===== config.mk =====
export PLATFORM = sky130hd
export DESIGN_NAME = sor_div_slice
export DESIGN_NICKNAME = d
export VERILOG_FILES = /design/src/hw/rtl/sor_pkg.sv /design/src/hw/rtl/sor_div_slice.sv
export SDC_FILE = /design/constraint.sdc
export NUM_CORES = 1
export LEC_CHECK = 0
export BUFFER_PORTS_ARGS = -buffer_cell sky130_fd_sc_hd__buf_2
export CAP_MARGIN = 40
export CORE_MARGIN = 10
export CORE_UTILIZATION = 35
export DETAILED_ROUTE_END_ITERATION = 8
export PLACE_DENSITY = 0.64
export SLEW_MARGIN = 20
export SYNTH_ARGS = -nofsm -noshare
export SYNTH_HDL_FRONTEND = slang
export SYNTH_SLANG_ARGS = --single-unit

===== constraint.sdc =====
create_clock -name vclk -period 11
set_input_delay 0.55 -clock vclk [all_inputs]
set_output_delay 0.55 -clock vclk [all_outputs]
set_load 0.01 [all_outputs]

===== src/hw/rtl/sor_pkg.sv =====
// Shared constants and types for the strided offset remap unit.
// Used by sor_div_slice and strided_offset_remap_unit; depends on nothing.

package sor_pkg;

   // Offset and stride geometry
   localparam int OFFSET_BITS = 16;
   localparam int MAX_RANK    = 4;
   localparam int PACKED_DIMS = 4;
   localparam int STRIDE_BITS = 16;
   localparam int CFG_BITS    = 64;
   localparam int RANK_BITS   = 3;
   localparam int RDIM_BITS   = 2;
   localparam int CSR_IDX_BITS = 3;

   localparam int USED_DIMS = (MAX_RANK < PACKED_DIMS) ? MAX_RANK : PACKED_DIMS;

   // Division: a few restoring steps per stage, dividend padded to whole stages
   localparam int STEPS_PER_STAGE = 4;
   localparam int DIV_STAGES = (OFFSET_BITS + STEPS_PER_STAGE - 1) / STEPS_PER_STAGE;
   localparam int DVD_BITS   = DIV_STAGES * STEPS_PER_STAGE;
   localparam int PROD_BITS  = OFFSET_BITS + STRIDE_BITS;

   // Input stage, division stages for every dimension, multiply, accumulate
   localparam int LAST_DIV   = USED_DIMS * DIV_STAGES;
   localparam int NUM_STAGES = LAST_DIV + 3;

   typedef enum logic [CSR_IDX_BITS-1:0] {
      CSR_RANK        = 3'd0,
      CSR_SRC_STRIDES = 3'd1,
      CSR_DST_STRIDES = 3'd2,
      CSR_REDUCE_EN   = 3'd3,
      CSR_REDUCE_DIM  = 3'd4
   } csr_index_type;

   typedef struct packed {
      logic [STRIDE_BITS-1:0] rem;
      logic [DVD_BITS-1:0]    dvd;
      logic [DVD_BITS-1:0]    quo;
   } div_state_type;

   typedef struct packed {
      logic [OFFSET_BITS-1:0] rest;
      div_state_type          div;
      logic [OFFSET_BITS-1:0] idx;
      logic                   idx_use;
      logic [STRIDE_BITS-1:0] tmul;
      logic [PROD_BITS-1:0]   prod;
      logic [OFFSET_BITS-1:0] sum;
      logic                   ovf;
      logic                   err;
   } pipe_type;

endpackage


===== src/hw/rtl/sor_div_slice.sv =====
// Combinational slice of a restoring divider: STEPS_PER_STAGE quotient bits.
// Depends on sor_pkg for widths and the divider state struct.

module sor_div_slice (
   input  sor_pkg::div_state_type              state_in,
   input  logic [sor_pkg::STRIDE_BITS-1:0]     divisor,
   output sor_pkg::div_state_type              state_out
);

   sor_pkg::div_state_type       st;
   logic [sor_pkg::STRIDE_BITS:0] trial;
   logic                         qbit;

   always_comb begin
      st    = state_in;
      trial = '0;
      qbit  = 1'b0;
      for (int j = 0; j < sor_pkg::STEPS_PER_STAGE; j++) begin
         // bring down the next dividend bit
         trial  = {st.rem, st.dvd[sor_pkg::DVD_BITS-1]};
         st.dvd = {st.dvd[sor_pkg::DVD_BITS-2:0], 1'b0};
         if (trial >= {1'b0, divisor}) begin
            trial = trial - {1'b0, divisor};
            qbit  = 1'b1;
         end else begin
            qbit  = 1'b0;
         end
         st.rem = trial[sor_pkg::STRIDE_BITS-1:0];
         st.quo = {st.quo[sor_pkg::DVD_BITS-2:0], qbit};
      end
      state_out = st;
   end

endmodule


==> impl_metrics.yaml, run 1 <==
status:
  status: "finished clean"
placement:
  place_area_um2: 4470
  placedCellCount: 728
  port_buffers: 56
  place.detailed.hpwl_um: 10000
  gp_congestion: 0.896
  dp_slack_ns: -0.153
timing:
  setup_viol: 0
  finalWorstSetupSlack_ns: 0.445
  holdWs_ns: 1.10
  period_share: 0.960
  period_needed_ns: 10.55
  fin_tns_setup_ns: 0
  max_slew_margin: 0.481
  finalHoldViolCount: 0
  max_freq_mhz: 94.7
  worst_pin_slew_ns: 0.768
  finalMaxSlewViolations: 0
yosys:
  netlist_instances: 511
  yosysWarnings: 0
  synth.top_cell.area_share: 0.209
  ys_types: 60
  yosysSeqAreaShare: 0
  yosys-top-cells-area: "ha_1 21%, xnor2_1 6.6%, buf_4 5.7%, mux2_2 5.6%, xor2_1 4.6%"
  synth_area_um2: 3830
  syn-mean-instance-area_um2: 7.50
  synth_top_area_cell: "ha_1"
layout:
  final_common_cell: "buf_4"
  ff_latch_area_um2: 0
  fin_cells: 741
  clock_buffer_count: 0
  area_delta_synth_final_pct: 23.5
  fin_area_um2: 4730
  finalNetCount: 735
  n_antenna_cell: 0
  final_layout_size_suffix_gt1_frac: 0.323
  final_cell_mix: "60 x buf_4, 59 x ha_1, 56 x buf_2"
  seq_cell_count: 0
  final_util: 0.439
critical_path:
  cp_slowest_stage_delay_ns: 0.39
  slowest_stage: "or3_4"
  critPathMaxFanout: 8
  path_class: "primary input to output pin"
  crit_family: "compound AO/OA/AOI/OAI gates"
  cp_num_buf_inv: 11
  critPathArrivalTime_ns: 10.00
  cp-end-kind: "output pin"
  cp-start-kind: "primary input"
  critical_path_required_ns: 10.45
route:
  drc_errors: 0
  post_drt_wl_per_cell_um: 15.9
  ant_nets: 0
  drt-pass1-iter-count: 4
  drtIter0Drc: 157
  vias: 3896
  vias_per_cell: 5.26
  routed_wl_um: 11800
power:
  p_leak_nw: 2.28
  ir_drop_v: 0.000295
  finalPower_mw: 1.91
  p_per_area_nw_per_um2: 403
floorplanning:
  dieArea_um2: 15500
  rows: 38
  io-pin-count: 112
  start_util: 0.355
  fp.dieH_um: 125
  core_um2: 10800
  die_w_um: 125
clock_tree:
  cts_hold_buffers: 0
worst_hold_path:
  whs_endpoint: "state_out[25]"
  min_from: "state_in[21]"
  whs_path_depth: 0
  hold_class: "primary input to output pin"
job:
  maxCapViolCount: 0
grt:
  antenna_found_initial: 0
  grt_overflow: 0
  grt_max_degree: 23
  grt_use_total: 0.135
  grt_pass1_wl_um: 18500
  grt_pass1_vias: 3888
cells in the mapped netlist, types with 5 or more instances:
library cell	count
xnor2_1	29
nand3_1	13
o21bai_1	10
o21ai_0	33
inv_1	44
mux2_4	8
o21a_1	8
nand2_1	43
nand4_1	10
buf_4	29
a211oi_1	5
mux2_2	19
a21o_1	18
xor2_1	20
nor2_1	31
ha_1	64
or3_1	6
nor3_1	8
mux2i_1	6
a21oi_1	34
nor2b_1	6
kinds of logic after synthesis:
logic type / count (synthesis) / share of synthesized area
AO/OA/AOI/OAI: 143 / 0.269
XOR/XNOR: 49 / 0.112
multiplexers: 34 / 0.109
AND/OR/NAND/NOR: 136 / 0.171
buffers and inverters: 80 / 0.110
adder cells (fa/ha/maj): 68 / 0.230
other: 1 / 0.000978
where the power goes:
| group | leakage [nW] | switching (mW) | total (mW) | internal [mW] |
|---|---|---|---|---|
| Clock | 0 | 0 | 0 | 0 |
| Combinational | 2.28 | 0.917 | 1.91 | 0.991 |
| Sequential | 0 | 0 | 0 | 0 |
| Total | 2.28 | 0.917 | 1.91 | 0.991 |
how the worst max path moves through the flow:
stage	slack, ns	to	depth (start not counted)	from
3_3_place_gp	-0.008	state_out[47]	47	divisor[1]
6_report	0.45	state_out[42]	48	divisor[1]
2_1_floorplan	0.03	state_out[39]	47	divisor[1]
3_5_place_dp	-0.15	state_out[47]	48	divisor[1]
5_1_grt	-0.08	state_out[42]	47	divisor[1]
4_1_cts	0.04	state_out[43]	48	divisor[1]
layer usage:
metal,global-route usage,vias up,wire (µm)
met4,0.0336,0,285
met5,0,-,0
met1,0.153,1777,4930
li1,-,2012,-
met2,0.262,86,6200
met3,0.0115,21,349
what timing repair did:
| action | CTS | global route |
|---|---|---|
| gates resized for setup | 3 | 35 |
| setup buffers | 1 | 11 |
| pin swaps | 1 | 21 |
| gates cloned | 0 | 1 |
| endpoints found under the setup margin | 16 | 17 |
layout make-up:
type / instances / area [µm²]
well taps: 140 / 175
inverters: 45 / 169
multi-input cells: 434 / 3570
fillers: 1116 / 6060
repair buffers: 122 / 821
(Power assumes the default switching activity.)
==> run 2: changes to the inputs <==
--- a/config.mk
+++ b/config.mk
@@ -6,11 +6,13 @@
 export NUM_CORES = 1
 export LEC_CHECK = 0
 export BUFFER_PORTS_ARGS = -buffer_cell sky130_fd_sc_hd__buf_2
-export CAP_MARGIN = 40
+export CAP_MARGIN = 20
+export CELL_PAD_IN_SITES_DETAIL_PLACEMENT = 0
+export CELL_PAD_IN_SITES_GLOBAL_PLACEMENT = 1
 export CORE_MARGIN = 10
 export CORE_UTILIZATION = 35
 export DETAILED_ROUTE_END_ITERATION = 8
-export PLACE_DENSITY = 0.64
+export PLACE_DENSITY = 0.83
 export SLEW_MARGIN = 20
 export SYNTH_ARGS = -nofsm -noshare
 export SYNTH_HDL_FRONTEND = slang
==> run 2 against run 1 <==
Net effect:
- core utilization decreased by 1.5 points
- global-route usage decreased by 0.097 points
- sequential share of layout area unchanged
- via count decreased by 0.54%
- power decreased by 2.6%
- sequential cell count unchanged
- worst hold slack unchanged
- non-clock buffer count decreased by 15
- design area decreased by 3.5%
- final cell count decreased by 2.0%
- die area unchanged
- worst setup slack got worse by 0.016 ns
- critical path type unchanged
==> impl_metrics.yaml, run 2 (synthesis gave the netlist of run 1 again) <==
route:
  vias_per_cell: 5.34
  drc_errors: 0
  ant_nets: 0
  vias: 3875
  post_drt_wl_per_cell_um: 15.9
  drt-pass1-iter-count: 4
  routed_wl_um: 11500
  drtIter0Drc: 162
grt:
  grt_util_met3: 0.0191
  grt_busiest_layer: "met2"
  grt_pass1_wl_um: 18400
  grt_overflow: 0
  grt_max_degree: 18
  met2_usage: 0.231
  grt_pass1_vias: 3809
  grt_use_total: 0.134
  antenna_found_initial: 0
  grt_use_met1: 0.178
status:
  status: "finished clean"
critical_path:
  critPathMaxFanout: 17
  slowest_stage: "or3_1"
  critical_path_required_ns: 10.45
  path_class: "primary input to output pin"
  critPathMostFrequentCell: "ha_1"
  critPathArrivalTime_ns: 10.02
  cp-start-kind: "primary input"
  cp_slowest_stage_delay_ns: 0.40
  cp-end-kind: "output pin"
power:
  pwr-share-comb: 1.000
  p_sw_frac: 0.486
  p_sw_mw: 0.904
  p_per_area_nw_per_um2: 407
  ir_drop_v: 0.000373
  power.internal_mw: 0.955
  pwr-share-seq: 0
  p_leak_nw: 2.21
  clkPwrFrac: 0
floorplanning:
  die_w_um: 125
  rows: 38
  fp.dieH_um: 125
  core_um2: 10800
  start_util: 0.355
  io-pin-count: 112
  dieArea_um2: 15500
layout:
  final_cell_mix: "63 x ha_1, 56 x buf_2, 45 x buf_4"
  final_common_cell: "ha_1"
  final_layout_size_suffix_gt1_frac: 0.283
  finalNetCount: 720
  area_delta_synth_final_pct: 19.2
  seq_cell_count: 0
  n_antenna_cell: 0
  ff_latch_area_um2: 0
  clock_buffer_count: 0
worst_hold_path:
  whs_endpoint: "state_out[10]"
  min_from: "state_in[6]"
  hold_class: "primary input to output pin"
  whs_path_depth: 0
placement:
  port_buffers: 56
  gp_congestion: 0.881
  place.detailed.hpwl_um: 9970
timing:
  setup_viol: 0
  fin_tns_setup_ns: 0
  finalHoldViolCount: 0
  holdWs_ns: 1.10
  period_share: 0.961
  max_slew_margin: 0.505
  worst_pin_slew_ns: 0.733
  max_freq_mhz: 94.6
  finalMaxSlewViolations: 0
  period_needed_ns: 10.57
clock_tree:
  cts_hold_buffers: 0
job:
  maxCapViolCount: 0
[run 2: changes by cell type in the layout (fill, tap and decap cells not counted), sizes merged]
cell / previous run / this run
buf: 121 / 106
clkbuf: 1 / 0
clkdlybuf4s15: 0 / 1
[run 2: power by group through the flow]
stage | logic (mW) | registers [mW] | clock network, mW
global route | 2.04 | 0 | 0
finish | 1.86 | 0 | 0
CTS | 1.78 | 0 | 0
floorplan | 1.30 | 0 | 0
global placement | 1.74 | 0 | 0
detailed placement | 1.77 | 0 | 0
[run 2: timing repair]
item                                   CTS  global route
buffers inserted                         0            10
gates resized for setup                  2            24
setup endpoints to repair               16            17
endpoints found under the hold margin    0             0
gates cloned                             0             1
pin swaps                                0            16
[run 2: layout make-up]
type	instances	area [µm²]
Multi-Input combinational cell	434	3520
Timing Repair Buffer	107	703
Inverter	45	169
Fill cell	1115	6220
Tap cell	140	175
[run 2: worst max-delay path: cells and delay by family]
kind,cells,cell delay [ns]
muxes,4,1.08
adders and majority gates,4,1.04
AOI/OAI and AO/OA,22,4.90
and+or+nand+nor,7,1.22
buffers and inverters,9,1.20
[run 2: layer usage]
layer	up-vias	share of wire
li1	1974	-
met1	1808	0.46
met2	85	0.47
met3	8	0.056
met4	0	0.010
met5	-	0
[run 2: metrics by stage]
stage	instance area (µm²)	util	power, mW	worst slack (ns)	cells
global route	4570	0.423	2.04	-0.0665	726
floorplan	3860	-	1.30	0.0290	514
detailed placement	4370	0.405	1.77	-0.152	715
finish	4570	0.423	1.86	0.429	726
global placement	4370	0.405	1.74	-0.0201	715
CTS	4380	0.405	1.78	0.0170	715
[run 2: worst max-delay path by stage]
stage                      startpoint       endpoint  slack (ns)  cells past startpoint
after floorplan            divisor[1]  state_out[39]        0.03                     47
after global placement     divisor[1]  state_out[39]       -0.02                     44
after detailed placement  divisor[14]  state_out[42]       -0.15                     42
after CTS                  divisor[1]  state_out[42]        0.02                     42
after global routing       divisor[1]  state_out[42]       -0.07                     45
final                      divisor[1]  state_out[42]        0.43                     46
